<file path="src/rtl/core/sts_pkg.sv">
// shared types, constants and codes of the stereo transient shaper
package sts_pkg;

   localparam int STS_SAMPLE_BITS = 24;
   localparam int STS_COEF_BITS   = 24;

   localparam int ENV_BITS       = 32;
   localparam int TRANS_BITS     = ENV_BITS + 1;
   localparam int GAIN_BITS      = 32;
   localparam int FACTOR_BITS    = 28;
   localparam int MUL_BITS       = 33;
   localparam int PROD_BITS      = 2 * MUL_BITS;
   localparam int AMOUNT_BITS    = 16;
   localparam int COEF_MAX_BITS  = 32;
   localparam int CSR_INDEX_BITS = 3;
   localparam int CSR_DATA_BITS  = 32;

   // 0.001 and 0.01 in Q1.31, 1.6 in Q.23, unity gain in Q.24
   localparam int THR_LOW       = 2147484;
   localparam int THR_HIGH      = 21474836;
   localparam int SUS_NEG_SCALE = 13421773;
   localparam int UNITY         = 16777216;

   localparam logic [AMOUNT_BITS-1:0]   OUT_GAIN_RESET  = 16'd16384;
   localparam logic [COEF_MAX_BITS-1:0] FAST_RISE_RESET = 32'd13622026;
   localparam logic [COEF_MAX_BITS-1:0] FAST_FALL_RESET = 32'd16707456;
   localparam logic [COEF_MAX_BITS-1:0] SLOW_RISE_RESET = 32'd16759749;
   localparam logic [COEF_MAX_BITS-1:0] SLOW_FALL_RESET = 32'd16775469;

   typedef enum logic [CSR_INDEX_BITS-1:0] {
      CSR_ATTACK    = 3'd0,
      CSR_SUSTAIN   = 3'd1,
      CSR_OUT_GAIN  = 3'd2,
      CSR_FAST_RISE = 3'd3,
      CSR_FAST_FALL = 3'd4,
      CSR_SLOW_RISE = 3'd5,
      CSR_SLOW_FALL = 3'd6
   } csr_index_type;

   typedef struct packed {
      logic signed [AMOUNT_BITS-1:0] attack;
      logic signed [AMOUNT_BITS-1:0] sustain;
      logic [AMOUNT_BITS-1:0]        out_gain;
      logic [COEF_MAX_BITS-1:0]      fast_rise;
      logic [COEF_MAX_BITS-1:0]      fast_fall;
      logic [COEF_MAX_BITS-1:0]      slow_rise;
      logic [COEF_MAX_BITS-1:0]      slow_fall;
   } cfg_type;

   // operand pair loaded into the shared multiplier
   typedef enum logic [3:0] {
      MUL_NONE,
      MUL_FAST,
      MUL_SLOW,
      MUL_SUS_K,
      MUL_ATTACK,
      MUL_SUS_GAIN,
      MUL_OUT_GAIN,
      MUL_LEFT,
      MUL_RIGHT
   } mul_op_type;

   // register update taken from the input samples, the held product or the envelopes
   typedef enum logic [3:0] {
      WB_NONE,
      WB_LOAD,
      WB_DIFF,
      WB_FAST,
      WB_SLOW,
      WB_TRANS,
      WB_FACTOR,
      WB_ATTACK,
      WB_SUSTAIN,
      WB_GAIN,
      WB_LEFT,
      WB_OUT
   } wb_op_type;

   typedef struct packed {
      mul_op_type mul_op;
      wb_op_type  wb_op;
   } cmd_type;

   typedef enum logic [3:0] {
      ST_IDLE,
      ST_DIFF,
      ST_FAST,
      ST_SLOW,
      ST_SUS_K,
      ST_TRANS,
      ST_ATTACK,
      ST_ATTACK_ADD,
      ST_SUS_MUL,
      ST_SUS_APPLY,
      ST_GAIN_MUL,
      ST_GAIN_RND,
      ST_LEFT,
      ST_RIGHT,
      ST_FINISH
   } state_type;

endpackage

</file>
<file path="src/rtl/core/sts_ctrl.sv">
// sequencer that steps one sample pair through the shared multiplier
module sts_ctrl import sts_pkg::*; (
   input  logic    clock,
   input  logic    reset,
   input  logic    req_valid,
   output logic    req_ready,
   output logic    rsp_valid,
   input  logic    rsp_ready,
   output cmd_type cmd
);

   state_type state_ff;
   state_type state_in;
   logic      rsp_valid_ff;
   logic      rsp_valid_in;

   assign req_ready = (state_ff == ST_IDLE);
   assign rsp_valid = rsp_valid_ff;

   always_ff @(posedge clock) begin
      if (reset) begin
         state_ff     <= ST_IDLE;
         rsp_valid_ff <= 1'b0;
      end else begin
         state_ff     <= state_in;
         rsp_valid_ff <= rsp_valid_in;
      end
   end

   always_comb begin
      state_in     = state_ff;
      rsp_valid_in = rsp_valid_ff && !rsp_ready;
      cmd.mul_op   = MUL_NONE;
      cmd.wb_op    = WB_NONE;
      case (state_ff)
         ST_IDLE: begin
            if (req_valid) begin
               cmd.wb_op = WB_LOAD;
               state_in  = ST_DIFF;
            end
         end
         ST_DIFF: begin
            cmd.wb_op = WB_DIFF;
            state_in  = ST_FAST;
         end
         ST_FAST: begin
            cmd.mul_op = MUL_FAST;
            state_in   = ST_SLOW;
         end
         ST_SLOW: begin
            cmd.mul_op = MUL_SLOW;
            cmd.wb_op  = WB_FAST;
            state_in   = ST_SUS_K;
         end
         ST_SUS_K: begin
            cmd.mul_op = MUL_SUS_K;
            cmd.wb_op  = WB_SLOW;
            state_in   = ST_TRANS;
         end
         ST_TRANS: begin
            cmd.wb_op = WB_TRANS;
            state_in  = ST_ATTACK;
         end
         ST_ATTACK: begin
            cmd.mul_op = MUL_ATTACK;
            cmd.wb_op  = WB_FACTOR;
            state_in   = ST_ATTACK_ADD;
         end
         ST_ATTACK_ADD: begin
            cmd.wb_op = WB_ATTACK;
            state_in  = ST_SUS_MUL;
         end
         ST_SUS_MUL: begin
            cmd.mul_op = MUL_SUS_GAIN;
            state_in   = ST_SUS_APPLY;
         end
         ST_SUS_APPLY: begin
            cmd.wb_op = WB_SUSTAIN;
            state_in  = ST_GAIN_MUL;
         end
         ST_GAIN_MUL: begin
            cmd.mul_op = MUL_OUT_GAIN;
            state_in   = ST_GAIN_RND;
         end
         ST_GAIN_RND: begin
            cmd.wb_op = WB_GAIN;
            state_in  = ST_LEFT;
         end
         ST_LEFT: begin
            cmd.mul_op = MUL_LEFT;
            state_in   = ST_RIGHT;
         end
         ST_RIGHT: begin
            cmd.mul_op = MUL_RIGHT;
            cmd.wb_op  = WB_LEFT;
            state_in   = ST_FINISH;
         end
         ST_FINISH: begin
            // wait here while the previous result beat is still pending
            if (!rsp_valid_ff || rsp_ready) begin
               cmd.wb_op    = WB_OUT;
               rsp_valid_in = 1'b1;
               state_in     = ST_IDLE;
            end
         end
         default: begin
            state_in = ST_IDLE;
         end
      endcase
   end

endmodule

</file>
<file path="config.mk">
export PLATFORM = sky130hd
export DESIGN_NAME = sts_ctrl
export DESIGN_NICKNAME = d
export VERILOG_FILES = /design/src/rtl/core/sts_pkg.sv /design/src/rtl/core/sts_ctrl.sv
export SDC_FILE = /design/constraint.sdc
export NUM_CORES = 1
export LEC_CHECK = 0
export ABC_AREA = 0
export BUFFER_PORTS_ARGS = -buffer_cell sky130_fd_sc_hd__buf_4
export CORE_AREA = 2 2 39 41
export DETAILED_ROUTE_END_ITERATION = 8
export DIE_AREA = 0 0 41 43
export PLACE_DENSITY_LB_ADDON = 0.15
export SLEW_MARGIN = 25
export SYNTH_ARGS = -nofsm -noshare
export SYNTH_HDL_FRONTEND = slang
export SYNTH_SLANG_ARGS = --single-unit
export TNS_END_PERCENT = 1
</file>
<file path="constraint.sdc">
create_clock -name clock -period 1.5 [get_ports clock]
set_clock_uncertainty 0.1 [all_clocks]
set_input_delay 0.225 -clock clock [delete_from_list [all_inputs] [get_ports clock]]
set_output_delay 0.225 -clock clock [all_outputs]
set_load 0.05 [all_outputs]
</file>
==> impl_metrics.py <==
metrics = {
    "die": {
        "die-area_um2": 1760,
        "row_count": 14,
        "start_util_pct": 28.5,
        "die-width_um": 41,
        "io_pins": 14,
        "fp.dieH_um": 43,
        "core_um2": 1380,
    },
    "clocking": {
        "cts_root_buf": "clkbuf_4",
        "holdBufCountCts": 0,
        "cts_made_buffers": 3,
        "htreeDepth": 1,
        "cts_sinks": 5,
        "clk_path_buf_depth": 2,
        "cts_tree": "done",
        "path_clk_slew_ps": 40,
        "clk_latency_ps": 250,
    },
    "timing": {
        "rsz0062_at_grt": "yes",
        "finalWorstSetupSlack_ps": -127,
        "hold_viol": 0,
        "fmax_ghz": 0.615,
        "relSlewSlack_pct": 83.9,
        "setup_viol_count_final": 8,
        "post-route-period-util_pct": 108,
        "worstMarginPinSlew_ps": 239,
        "finalMaxSlewViolations": 0,
        "post-route-min-period_ps": 1630,
    },
    "critical_path": {
        "critical-path-max-stage-delay_ps": 380,
        "reg2reg_slack_ps": 200,
        "reg2reg_depth": 4,
        "r2r_start": "state_ff[0]",
        "critical_path.max_fanout": 7,
        "crit_arrival_ps": 1300,
        "cp-start-kind": "flip-flop",
        "path_cells": "or2_4 -> xnor2_2 -> nor2_4 -> buf_8",
        "crit_slowest_cell": "dfxtp_4",
        "endpoint_kind": "output port",
        "critPathKind": "reg2out",
        "r2r_end": "state_ff[3]",
        "crit_start": "state_ff[2]",
        "cp.required_ps": 1170,
    },
    "synthesis": {
        "syn_area_um2": 394,
        "synth-main-ff-cell": "dfxtp_1",
        "ys_ff_latch": 5,
        "synth_enable_flop_cells": 0,
        "synth_fp_nets": 59,
        "ys_top_cells_by_area": "dfxtp_1 (25%), a21oi_1 (6.3%), nor2b_1 (6.3%)",
        "synthCells": 55,
        "avgSynthCellArea_um2": 7.17,
        "synthTopCellsByCount": "a21oi_1 (5), dfxtp_1 (5)",
        "yosys.area.top_type": "dfxtp_1",
        "yosys.area.top_type_share_pct": 25.4,
        "ys.warnings.count": 0,
        "synthArstFlopShare_pct": 0,
        "ys_seq_area_share_pct": 25.4,
        "yosysUniqueCellTypes": 29,
    },
    "flow_run": {
        "max_cap_violations": 0,
    },
    "cells_and_area": {
        "final_cells": 100,
        "nNetsFinal": 89,
        "antennaDiodeCount": 0,
        "final.fill_count": 119,
        "area_growth_syn_to_layout_pct": 119,
        "design_area_um2": 865,
        "drive_above_1_share_pct": 72.6,
    },
    "drt": {
        "dr.pass1.iters": 2,
        "drt_wl_total_mm": 1.21,
        "vias_per_cell": 4.94,
        "vias": 494,
        "wl_per_cell_um": 12.1,
        "ant_nets": 0,
        "drc": 0,
        "initialDrtViolationCount": 10,
    },
    "global_route": {
        "grt_remaining_overflow": 0,
        "antenna_found_initial": 0,
        "grt_usage_pct": 17.0,
        "grt_pass1_vias": 493,
        "grt_pass1_wl_mm": 2.03,
        "grt_max_degree": 9,
    },
    "place": {
        "portBuffers": 13,
        "placed_cell_area_um2": 678,
        "dp_hpwl_um": 882,
        "dp_cells": 95,
        "dp_worst_setup_slack_ps": 1.14,
        "globalplace.congestion": 0.763,
    },
    "power_and_ir_drop": {
        "p_leak_uw": 0.000348,
        "irDropWorstVdd_v": 0.000390,
        "p_per_area_nw_per_um2": 692,
    },
    "run_status": {
        "status": "finished with violations",
        "violations": "setup timing",
    },
    "hold_path": {
        "hold_depth": 2,
        "holdPathEnd": "state_ff[2]",
        "min_path_type": "in2reg",
        "hp-start": "reset",
    },
}
==> worst max-delay path by stage <==
stage / endpoint / cells past startpoint / slack (ps)
after global routing: cmd[4] / 4 / -170
after global placement: cmd[0] / 4 / 10
after detailed placement: cmd[1] / 5 / 1
final: cmd[4] / 4 / -130
after floorplan: state_ff[0] / 3 / -70
after CTS: cmd[0] / 4 / -140
==> critical path, delay by kind of cell (launching register included) <==
| kind | cells | cell delay (ps) |
|---|---|---|
| buffers and inverters | 1 | 150 |
| DFF | 1 | 380 |
| and+or+nand+nor | 2 | 380 |
| xor gates and xnor gates | 1 | 150 |
==> cells in the final DEF (no fill, tap or decap), types with 2 or more instances in the layout <==
cell type	count
buf_6	10
a21o_1	2
clkbuf_4	3
nor2_2	2
dfxtp_4	4
a211oi_1	2
o21ai_0	2
nand2b_1	2
buf_8	2
buf_4	18
nand2_1	3
nor2b_4	4
a21oi_1	3
==> metal layers <==
metal / global-route usage [%] / up-vias / routed length (um)
met4: 8.00 / 0 / 23
met1: 19.3 / 230 / 516
met3: 3.14 / 2 / 27
met2: 28.4 / 9 / 637
li1: - / 253 / -
met5: 0 / - / 0
==> repair_timing <==
action	4_1_cts	5_1_grt
setup buffers	1	0
endpoints found under the setup margin	9	9
resized for setup	39	3
pin swaps	6	1
==> stage by stage <==
stage                     TNS (ps)  utilization (%)  hold WS [ps]  power [uW]
after floorplan               -417                -           190         319
after global placement           0             49.0           316         392
after detailed placement         0             49.0           311         393
after CTS                     -886             61.6          45.7         601
after global routing         -1190             62.5          49.6         624
final                         -829             62.5          55.5         598
==> registers in the layout, summed over array words and instances (netlist names) <==
name,flops
rsp_valid,1
state_ff,4
==> power by group <==
group          internal (uW)  switching (uW)  leakage [uW]
Combinational            133             151      0.000289
Sequential               138            16.1     0.0000441
Clock                    101            59.0     0.0000150
==> area by class of cell <==
cell class	instances	area, um2	area share, %
flip-flops and latches	5	116	13.5
clock buffers	4	26.3	3.04
well taps	16	20.0	2.32
repair buffers	30	278	32.1
multi-input cells	43	417	48.2
inverters	2	7.51	0.868
==> cell families after synthesis <==
logic type	synth area share (%)
AND/OR/NAND/NOR	32.1
AO/OA/AOI/OAI	27.9
buffers and inverters	10.2
flip-flops	25.4
XOR/XNOR	4.45
(Power assumes the default switching activity.)
