**src/rtl/core/sts_pkg.sv**
```systemverilog
// shared types, constants and codes of the stereo transient shaper
package sts_pkg;

   localparam int STS_SAMPLE_BITS = 24;
   localparam int STS_COEF_BITS   = 24;

   localparam int ENV_BITS       = 32;
   localparam int TRANS_BITS     = ENV_BITS + 1;
   localparam int GAIN_BITS      = 32;
   localparam int FACTOR_BITS    = 28;
   localparam int MUL_BITS       = 33;
   localparam int PROD_BITS      = 2 * MUL_BITS;
   localparam int AMOUNT_BITS    = 16;
   localparam int COEF_MAX_BITS  = 32;
   localparam int CSR_INDEX_BITS = 3;
   localparam int CSR_DATA_BITS  = 32;

   // 0.001 and 0.01 in Q1.31, 1.6 in Q.23, unity gain in Q.24
   localparam int THR_LOW       = 2147484;
   localparam int THR_HIGH      = 21474836;
   localparam int SUS_NEG_SCALE = 13421773;
   localparam int UNITY         = 16777216;

   localparam logic [AMOUNT_BITS-1:0]   OUT_GAIN_RESET  = 16'd16384;
   localparam logic [COEF_MAX_BITS-1:0] FAST_RISE_RESET = 32'd13622026;
   localparam logic [COEF_MAX_BITS-1:0] FAST_FALL_RESET = 32'd16707456;
   localparam logic [COEF_MAX_BITS-1:0] SLOW_RISE_RESET = 32'd16759749;
   localparam logic [COEF_MAX_BITS-1:0] SLOW_FALL_RESET = 32'd16775469;

   typedef enum logic [CSR_INDEX_BITS-1:0] {
      CSR_ATTACK    = 3'd0,
      CSR_SUSTAIN   = 3'd1,
      CSR_OUT_GAIN  = 3'd2,
      CSR_FAST_RISE = 3'd3,
      CSR_FAST_FALL = 3'd4,
      CSR_SLOW_RISE = 3'd5,
      CSR_SLOW_FALL = 3'd6
   } csr_index_type;

   typedef struct packed {
      logic signed [AMOUNT_BITS-1:0] attack;
      logic signed [AMOUNT_BITS-1:0] sustain;
      logic [AMOUNT_BITS-1:0]        out_gain;
      logic [COEF_MAX_BITS-1:0]      fast_rise;
      logic [COEF_MAX_BITS-1:0]      fast_fall;
      logic [COEF_MAX_BITS-1:0]      slow_rise;
      logic [COEF_MAX_BITS-1:0]      slow_fall;
   } cfg_type;

   // operand pair loaded into the shared multiplier
   typedef enum logic [3:0] {
      MUL_NONE,
      MUL_FAST,
      MUL_SLOW,
      MUL_SUS_K,
      MUL_ATTACK,
      MUL_SUS_GAIN,
      MUL_OUT_GAIN,
      MUL_LEFT,
      MUL_RIGHT
   } mul_op_type;

   // register update taken from the input samples, the held product or the envelopes
   typedef enum logic [3:0] {
      WB_NONE,
      WB_LOAD,
      WB_DIFF,
      WB_FAST,
      WB_SLOW,
      WB_TRANS,
      WB_FACTOR,
      WB_ATTACK,
      WB_SUSTAIN,
      WB_GAIN,
      WB_LEFT,
      WB_OUT
   } wb_op_type;

   typedef struct packed {
      mul_op_type mul_op;
      wb_op_type  wb_op;
   } cmd_type;

   typedef enum logic [3:0] {
      ST_IDLE,
      ST_DIFF,
      ST_FAST,
      ST_SLOW,
      ST_SUS_K,
      ST_TRANS,
      ST_ATTACK,
      ST_ATTACK_ADD,
      ST_SUS_MUL,
      ST_SUS_APPLY,
      ST_GAIN_MUL,
      ST_GAIN_RND,
      ST_LEFT,
      ST_RIGHT,
      ST_FINISH
   } state_type;

endpackage

```
**src/rtl/core/sts_dpath.sv**
```systemverilog
// envelope followers, gain computation and output scaling on one shared multiplier
module sts_dpath import sts_pkg::*; #(
   parameter int SAMPLE_BITS = STS_SAMPLE_BITS,
   parameter int COEF_BITS   = STS_COEF_BITS
) (
   input  logic                          clock,
   input  logic                          reset,
   input  cmd_type                       cmd,
   input  cfg_type                       cfg,
   input  logic signed [SAMPLE_BITS-1:0] left_sample,
   input  logic signed [SAMPLE_BITS-1:0] right_sample,
   output logic signed [SAMPLE_BITS-1:0] left_result,
   output logic signed [SAMPLE_BITS-1:0] right_result
);

   localparam logic signed [PROD_BITS-1:0] RES_MAX =
      (PROD_BITS'(1) <<< (SAMPLE_BITS - 1)) - PROD_BITS'(1);
   localparam logic signed [PROD_BITS-1:0] RES_MIN = -RES_MAX - PROD_BITS'(1);

   // round half up, i.e. floor((x + 2^(s-1)) / 2^s)
   function automatic logic signed [PROD_BITS-1:0] rnd_shift(
      input logic signed [PROD_BITS-1:0] x,
      input int                          s
   );
      return (x + (PROD_BITS'(1) <<< (s - 1))) >>> s;
   endfunction

   function automatic logic signed [SAMPLE_BITS-1:0] saturate(
      input logic signed [PROD_BITS-1:0] x
   );
      logic signed [PROD_BITS-1:0] y;
      y = x;
      if (x > RES_MAX) y = RES_MAX;
      if (x < RES_MIN) y = RES_MIN;
      return SAMPLE_BITS'(y);
   endfunction

   logic signed [SAMPLE_BITS-1:0] left_ff, left_in;
   logic signed [SAMPLE_BITS-1:0] right_ff, right_in;
   logic [ENV_BITS-1:0]           peak_ff, peak_in;
   logic [ENV_BITS-1:0]           fast_env_ff, fast_env_in;
   logic [ENV_BITS-1:0]           slow_env_ff, slow_env_in;
   logic [ENV_BITS-1:0]           fast_dist_ff, fast_dist_in;
   logic [ENV_BITS-1:0]           slow_dist_ff, slow_dist_in;
   logic                          fast_up_ff, fast_up_in;
   logic                          slow_up_ff, slow_up_in;
   logic signed [TRANS_BITS-1:0]  trans_ff, trans_in;
   logic signed [GAIN_BITS-1:0]   gain_ff, gain_in;
   logic signed [FACTOR_BITS-1:0] factor_ff, factor_in;
   logic [GAIN_BITS-1:0]          scale_ff, scale_in;
   logic signed [PROD_BITS-1:0]   prod_ff, prod_in;
   logic signed [SAMPLE_BITS-1:0] left_keep_ff, left_keep_in;
   logic signed [SAMPLE_BITS-1:0] left_res_ff, left_res_in;
   logic signed [SAMPLE_BITS-1:0] right_res_ff, right_res_in;

   logic [SAMPLE_BITS-1:0]        left_abs;
   logic [SAMPLE_BITS-1:0]        right_abs;
   logic signed [MUL_BITS-1:0]    mul_a;
   logic signed [MUL_BITS-1:0]    mul_b;
   logic signed [PROD_BITS-1:0]   mul_p;
   logic [PROD_BITS-1:0]          fol_sum;
   logic [ENV_BITS-1:0]           fol_q;
   logic signed [PROD_BITS-1:0]   att_ten;
   logic signed [GAIN_BITS-1:0]   gain_pos;

   assign left_result  = left_res_ff;
   assign right_result = right_res_ff;

   // most negative sample maps to exactly 1.0
   assign left_abs  = left_sample[SAMPLE_BITS-1] ? $unsigned(-left_sample) : $unsigned(left_sample);
   assign right_abs = right_sample[SAMPLE_BITS-1] ? $unsigned(-right_sample) : $unsigned(right_sample);

   assign fol_sum  = $unsigned(prod_ff) + (PROD_BITS'(1'b1) << (COEF_BITS - 1));
   assign fol_q    = ENV_BITS'(fol_sum >> COEF_BITS);
   assign att_ten  = (prod_ff <<< 3) + (prod_ff <<< 1);
   assign gain_pos = gain_ff[GAIN_BITS-1] ? '0 : gain_ff;

   always_comb begin
      case (cmd.mul_op)
         MUL_FAST: begin
            mul_a = $signed(MUL_BITS'(fast_up_ff ? cfg.fast_rise : cfg.fast_fall));
            mul_b = $signed(MUL_BITS'(fast_dist_ff));
         end
         MUL_SLOW: begin
            mul_a = $signed(MUL_BITS'(slow_up_ff ? cfg.slow_rise : cfg.slow_fall));
            mul_b = $signed(MUL_BITS'(slow_dist_ff));
         end
         MUL_SUS_K: begin
            mul_a = MUL_BITS'(cfg.sustain);
            mul_b = MUL_BITS'(SUS_NEG_SCALE);
         end
         MUL_ATTACK: begin
            mul_a = MUL_BITS'(cfg.attack);
            mul_b = MUL_BITS'(trans_ff);
         end
         MUL_SUS_GAIN: begin
            mul_a = MUL_BITS'(gain_ff);
            mul_b = MUL_BITS'(factor_ff);
         end
         MUL_OUT_GAIN: begin
            mul_a = $signed(MUL_BITS'(cfg.out_gain));
            mul_b = MUL_BITS'(gain_pos);
         end
         MUL_LEFT: begin
            mul_a = MUL_BITS'(left_ff);
            mul_b = $signed(MUL_BITS'(scale_ff));
         end
         MUL_RIGHT: begin
            mul_a = MUL_BITS'(right_ff);
            mul_b = $signed(MUL_BITS'(scale_ff));
         end
         default: begin
            mul_a = '0;
            mul_b = '0;
         end
      endcase
   end

   assign mul_p = mul_a * mul_b;

   always_comb begin
      left_in      = left_ff;
      right_in     = right_ff;
      peak_in      = peak_ff;
      fast_env_in  = fast_env_ff;
      slow_env_in  = slow_env_ff;
      fast_dist_in = fast_dist_ff;
      slow_dist_in = slow_dist_ff;
      fast_up_in   = fast_up_ff;
      slow_up_in   = slow_up_ff;
      trans_in     = trans_ff;
      gain_in      = gain_ff;
      factor_in    = factor_ff;
      scale_in     = scale_ff;
      left_keep_in = left_keep_ff;
      left_res_in  = left_res_ff;
      right_res_in = right_res_ff;
      prod_in      = (cmd.mul_op == MUL_NONE) ? prod_ff : mul_p;

      case (cmd.wb_op)
         WB_LOAD: begin
            left_in  = left_sample;
            right_in = right_sample;
            peak_in  = ENV_BITS'((left_abs > right_abs) ? left_abs : right_abs)
                       << (ENV_BITS - SAMPLE_BITS);
         end
         WB_DIFF: begin
            // a tie picks the fall coefficient and leaves the envelope at the peak
            fast_up_in   = peak_ff > fast_env_ff;
            slow_up_in   = peak_ff > slow_env_ff;
            fast_dist_in = (peak_ff > fast_env_ff) ? peak_ff - fast_env_ff
                                                   : fast_env_ff - peak_ff;
            slow_dist_in = (peak_ff > slow_env_ff) ? peak_ff - slow_env_ff
                                                   : slow_env_ff - peak_ff;
         end
         WB_FAST: begin
            fast_env_in = fast_up_ff ? peak_ff - fol_q : peak_ff + fol_q;
         end
         WB_SLOW: begin
            slow_env_in = slow_up_ff ? peak_ff - fol_q : peak_ff + fol_q;
         end
         WB_TRANS: begin
            trans_in = $signed({1'b0, fast_env_ff}) - $signed({1'b0, slow_env_ff});
            gain_in  = GAIN_BITS'(UNITY);
         end
         WB_FACTOR: begin
            // 1 + 1.6 * sustain in Q.24
            factor_in = FACTOR_BITS'(rnd_shift(prod_ff, 13) + PROD_BITS'(UNITY));
         end
         WB_ATTACK: begin
            if (trans_ff > TRANS_BITS'(THR_LOW)) begin
               gain_in = gain_ff + GAIN_BITS'(rnd_shift(att_ten, 21));
            end
         end
         WB_SUSTAIN: begin
            if (slow_env_ff > ENV_BITS'(THR_LOW) && trans_ff < TRANS_BITS'(THR_HIGH)) begin
               if (cfg.sustain > 0) begin
                  gain_in = gain_ff + (GAIN_BITS'(cfg.sustain) <<< 10);
               end else begin
                  gain_in = GAIN_BITS'(rnd_shift(prod_ff, 24));
               end
            end
         end
         WB_GAIN: begin
            scale_in = GAIN_BITS'(rnd_shift(prod_ff, 14));
         end
         WB_LEFT: begin
            left_keep_in = saturate(rnd_shift(prod_ff, 24));
         end
         WB_OUT: begin
            left_res_in  = left_keep_ff;
            right_res_in = saturate(rnd_shift(prod_ff, 24));
         end
         default: ;
      endcase
   end

   always_ff @(posedge clock) begin
      if (reset) begin
         fast_env_ff <= '0;
         slow_env_ff <= '0;
      end else begin
         fast_env_ff <= fast_env_in;
         slow_env_ff <= slow_env_in;
      end
   end

   always_ff @(posedge clock) begin
      left_ff      <= left_in;
      right_ff     <= right_in;
      peak_ff      <= peak_in;
      fast_dist_ff <= fast_dist_in;
      slow_dist_ff <= slow_dist_in;
      fast_up_ff   <= fast_up_in;
      slow_up_ff   <= slow_up_in;
      trans_ff     <= trans_in;
      gain_ff      <= gain_in;
      factor_ff    <= factor_in;
      scale_ff     <= scale_in;
      prod_ff      <= prod_in;
      left_keep_ff <= left_keep_in;
      left_res_ff  <= left_res_in;
      right_res_ff <= right_res_in;
   end

endmodule

```
**config.mk**
```make
export PLATFORM = sky130hd
export DESIGN_NAME = sts_dpath
export DESIGN_NICKNAME = d
export VERILOG_FILES = /design/src/rtl/core/sts_pkg.sv /design/src/rtl/core/sts_dpath.sv
export SDC_FILE = /design/constraint.sdc
export NUM_CORES = 2
export LEC_CHECK = 0
export BUFFER_PORTS_ARGS = -buffer_cell sky130_fd_sc_hd__buf_2
export CAP_MARGIN = 10
export CORE_MARGIN = 2
export CORE_UTILIZATION = 35
export DETAILED_ROUTE_END_ITERATION = 16
export SETUP_SLACK_MARGIN = 0.3
export SLEW_MARGIN = 20
export SYNTH_ARGS = -nofsm -noshare
export SYNTH_HDL_FRONTEND = slang
export SYNTH_SLANG_ARGS = --single-unit
```
**constraint.sdc**
```tcl
create_clock -name clock -period 12.55 [get_ports clock]
set_input_delay 1.8825 -clock clock [delete_from_list [all_inputs] [get_ports clock]]
set_output_delay 1.8825 -clock clock [all_outputs]
set_load 0.05 [all_outputs]
```
==> impl_results.md <==
- Result of the run: finished, final reports clean
- Final worst hold slack: 0.416 ns
- Portion of the post-synthesis area used by sequential elements: ~18%
- Layout-stage area growth over the synthesis result: 11.4%
- Slowest cell on the critical path: sky130_fd_sc_hd__a222oi_1
- Fraction of layout cells with a size suffix above 1: roughly a tenth
- IO Pins: 282
- Library cell occupying the most area in the post-synthesis netlist: sky130_fd_sc_hd__fa_1
- Vert. Die Dim: 465 um
- Netlist Area Pre-Place: 74200 sq um
- Average wire per cell in the routed design: 26.3 um
- Core outline area: 211000 sq um
- Worst skew pair latency: 0.68 ns
- Final number of hold-violating endpoints: 0
- Synthesis-stage register bit count: 465
- Overall global routing resource usage: 27.4%
- Die width: 465 um
- Number of enable flip-flop cells after synthesis: 401
- Top cells by area in the synthesized netlist: sky130_fd_sc_hd__fa_1, sky130_fd_sc_hd__edfxtp_1, sky130_fd_sc_hd__ha_1
- Largest vdd supply drop: 266 uV
- Initial Utilization: 35.1%
- Leak Pwr: 38.5 nW
- Fin Clk Skew: 0.0353 ns
- Average cell area after synthesis: 9.08 sq um
- Unrepaired setup endpoints after global routing: true
- Max Transition Viols Final: 0
- Main synth FF type: sky130_fd_sc_hd__edfxtp_1
- Wire length of the first global-routing pass: roughly 430 mm
- Bufs on Longest Clock Path: 3
- Period minus WS final: 12.00 ns
- CTS Hold Buffers Added: 0
- Clock sink count: 465
- Slew at the pin closest to its max-slew limit: 1.19 ns
- Post-route cell area: 82700 sq um
- CP max stage delay: approximately 0.89 ns
- Yosys top cell area share: 31.0%
- Total overflow reported by the global router: 0
- Worst setup margin: 0.553 ns
- Path type of the worst min-delay path: flop to flop
- Post-CTS Setup Inserts: 0
- CP most frequent cell: sky130_fd_sc_hd__fa_1
- Net total in the final layout: 10400
- Startpoint types: input pin
- Most used standard cells in the synthesized netlist: sky130_fd_sc_hd__inv_1, sky130_fd_sc_hd__fa_1, sky130_fd_sc_hd__nor2_1
- Worst slack at placement: -0.0557 ns
- Placed cell area: 80700 sq um
- Total vias in the final route: about 62000
- H-Tree Level Count: 2
- Row cnt: 169
- Share of the cycle needed by the critical path after routing: a little over nine tenths
- Via-per-instance ratio: 5.51
- Final GP Congestion: 1.04
- CTS buffer count: 55
- Iteration-0 DRC Markers: 6508
- Relative slew slack: 20.4%
- Nets in the synthesized netlist: 10100
- HPWL after detailed placement: 247 mm
- Number of global-route vias before repair: between 60000 and 70000
- Required time of the critical path: ~13 ns
- Number of antenna violations at the first check in global routing: 24
- Post-CTS Resized: 0
- Pin count of the biggest net entering global routing: 73
- Most repeated cell in the gate-level netlist after synthesis: sky130_fd_sc_hd__inv_1
- Endpoint arrival time on the critical path: 12.39 ns
- CTS tree: done
- DRT Pass-1 Iters: 6
- Final setup violating endpoints: 0
- Post-route non-filler standard cell count: about 11000
- Gate count of the mapped netlist: 8176
- Clk root buf: sky130_fd_sc_hd__clkbuf_16
- WS Path Type: input pin to flop
- Top achievable clock speed: 83.4 MHz
- Port bufs: roughly 280
- DRT antenna net count: 0
- Crit end category: flop
- Async set-reset flop share out of synthesis: 0%
- Critical path peak fanout: 18
- Total negative slack for setup checks: 0 ns
- Routed wire length: 297 mm
- Power per unit of standard cell area: 233 nW/um^2
- Placed cell count: 11200
- Yosys synthesis warning count: 0
- Max Cap Violations: 0
- Die ar.: around 220000 sq um
- Cell variety after synth: 101
- Post-detailed-route DRC marker count: 0
- Clk pin slew, worst setup/hold paths: 0.06 ns
logic make-up (layout without fill, tap and decap cells):
family,Yosys count,count (layout),synth area share (%)
and+or+nand+nor,2245,2245,13.4
buffers and inverters,1850,2131,9.42
adders and majority gates,1719,1719,40.6
AOI/OAI and AO/OA,1356,1356,12.0
DFF,465,465,17.9
xor gates and xnor gates,411,411,4.85
muxes,130,130,1.77
other,0,11,0
metal layers:
layer	global-route usage (%)	routed length, um	share of wire, %	vias up
met4	15.2	19900	6.7	18
met5	0	115	0.039	-
met1	36.2	119000	40	31500
li1	-	-	-	27000
met3	5.36	26400	8.9	652
met2	42.0	131000	44	3005
per-stage QoR:
stage	total power, mW	util (%)
3_3_place_gp	17.1	38.1
4_1_cts	19.1	39.1
3_5_place_dp	17.2	38.2
2_1_floorplan	12.5	-
6_report	19.3	39.1
5_1_grt	20.8	39.1
final timing paths:
check / depth (start not counted) / from / slack [ns] / to
min reg2reg: 0 / left_keep_ff[9]$_DFFE_PN_ / 0.42 / left_result[9]$_DFFE_PN_
min: 0 / left_keep_ff[9]$_DFFE_PN_ / 0.42 / left_result[9]$_DFFE_PN_
max: 35 / cmd[7] / 0.55 / prod_ff[63]$_DFFE_PP_
max reg2reg: 31 / slow_up_ff$_DFFE_PN_ / 1.09 / prod_ff[63]$_DFFE_PP_
worst max-delay path, delay by kind of cell:
kind,cells,cell delay [ns]
buf+inv,10,1.16
xor+xnor,1,0.13
fa+ha+maj,9,4.37
compound gates,9,3.57
simple gates,6,1.22
state kept, by name, indices dropped and copies added, names as in the netlist, 28 cells and up:
signal        flops
fast_env_ff      32
slow_dist_ff     32
trans_ff         33
factor_ff        28
gain_ff          32
slow_env_ff      32
fast_dist_ff     32
scale_ff         32
prod_ff          66
cells in the final DEF, fill, tap and decap left out, types with 64 or more instances in the layout:
master	instances
sky130_fd_sc_hd__ha_1	568
sky130_fd_sc_hd__edfxtp_1	401
sky130_fd_sc_hd__fa_1	1151
sky130_fd_sc_hd__buf_4	255
sky130_fd_sc_hd__inv_1	1453
sky130_fd_sc_hd__nand3_1	103
sky130_fd_sc_hd__o21ai_0	225
sky130_fd_sc_hd__xnor2_1	241
sky130_fd_sc_hd__nor2_1	844
sky130_fd_sc_hd__nand4_1	78
sky130_fd_sc_hd__a21o_1	128
sky130_fd_sc_hd__xor2_1	165
sky130_fd_sc_hd__nor3_1	83
sky130_fd_sc_hd__a21oi_1	399
sky130_fd_sc_hd__dfxtp_1	64
sky130_fd_sc_hd__mux2i_1	121
sky130_fd_sc_hd__nand2_1	766
sky130_fd_sc_hd__a22oi_1	92
sky130_fd_sc_hd__buf_2	281
sky130_fd_sc_hd__nand2b_1	70
power by group:
| group | leakage [nW] | total (mW) | switching [mW] | internal, mW |
|---|---|---|---|---|
| logic | 33.3 | 14.9 | 9.18 | 5.72 |
| registers | 4.28 | 2.65 | 0.396 | 2.25 |
| clock network | 0.953 | 1.76 | 0.740 | 1.02 |
layout make-up:
type	count	area (sq um)
timing repair buffer	572	4020
tap	2821	3530
fill	21300	129000
clock buffer	63	1480
clock inverter	40	485
multi-input combinational	5861	54400
antenna	11	27.5
sequential	465	13300
inverter	1456	5470
No activity file was read; power rests on OpenSTA's default activity.
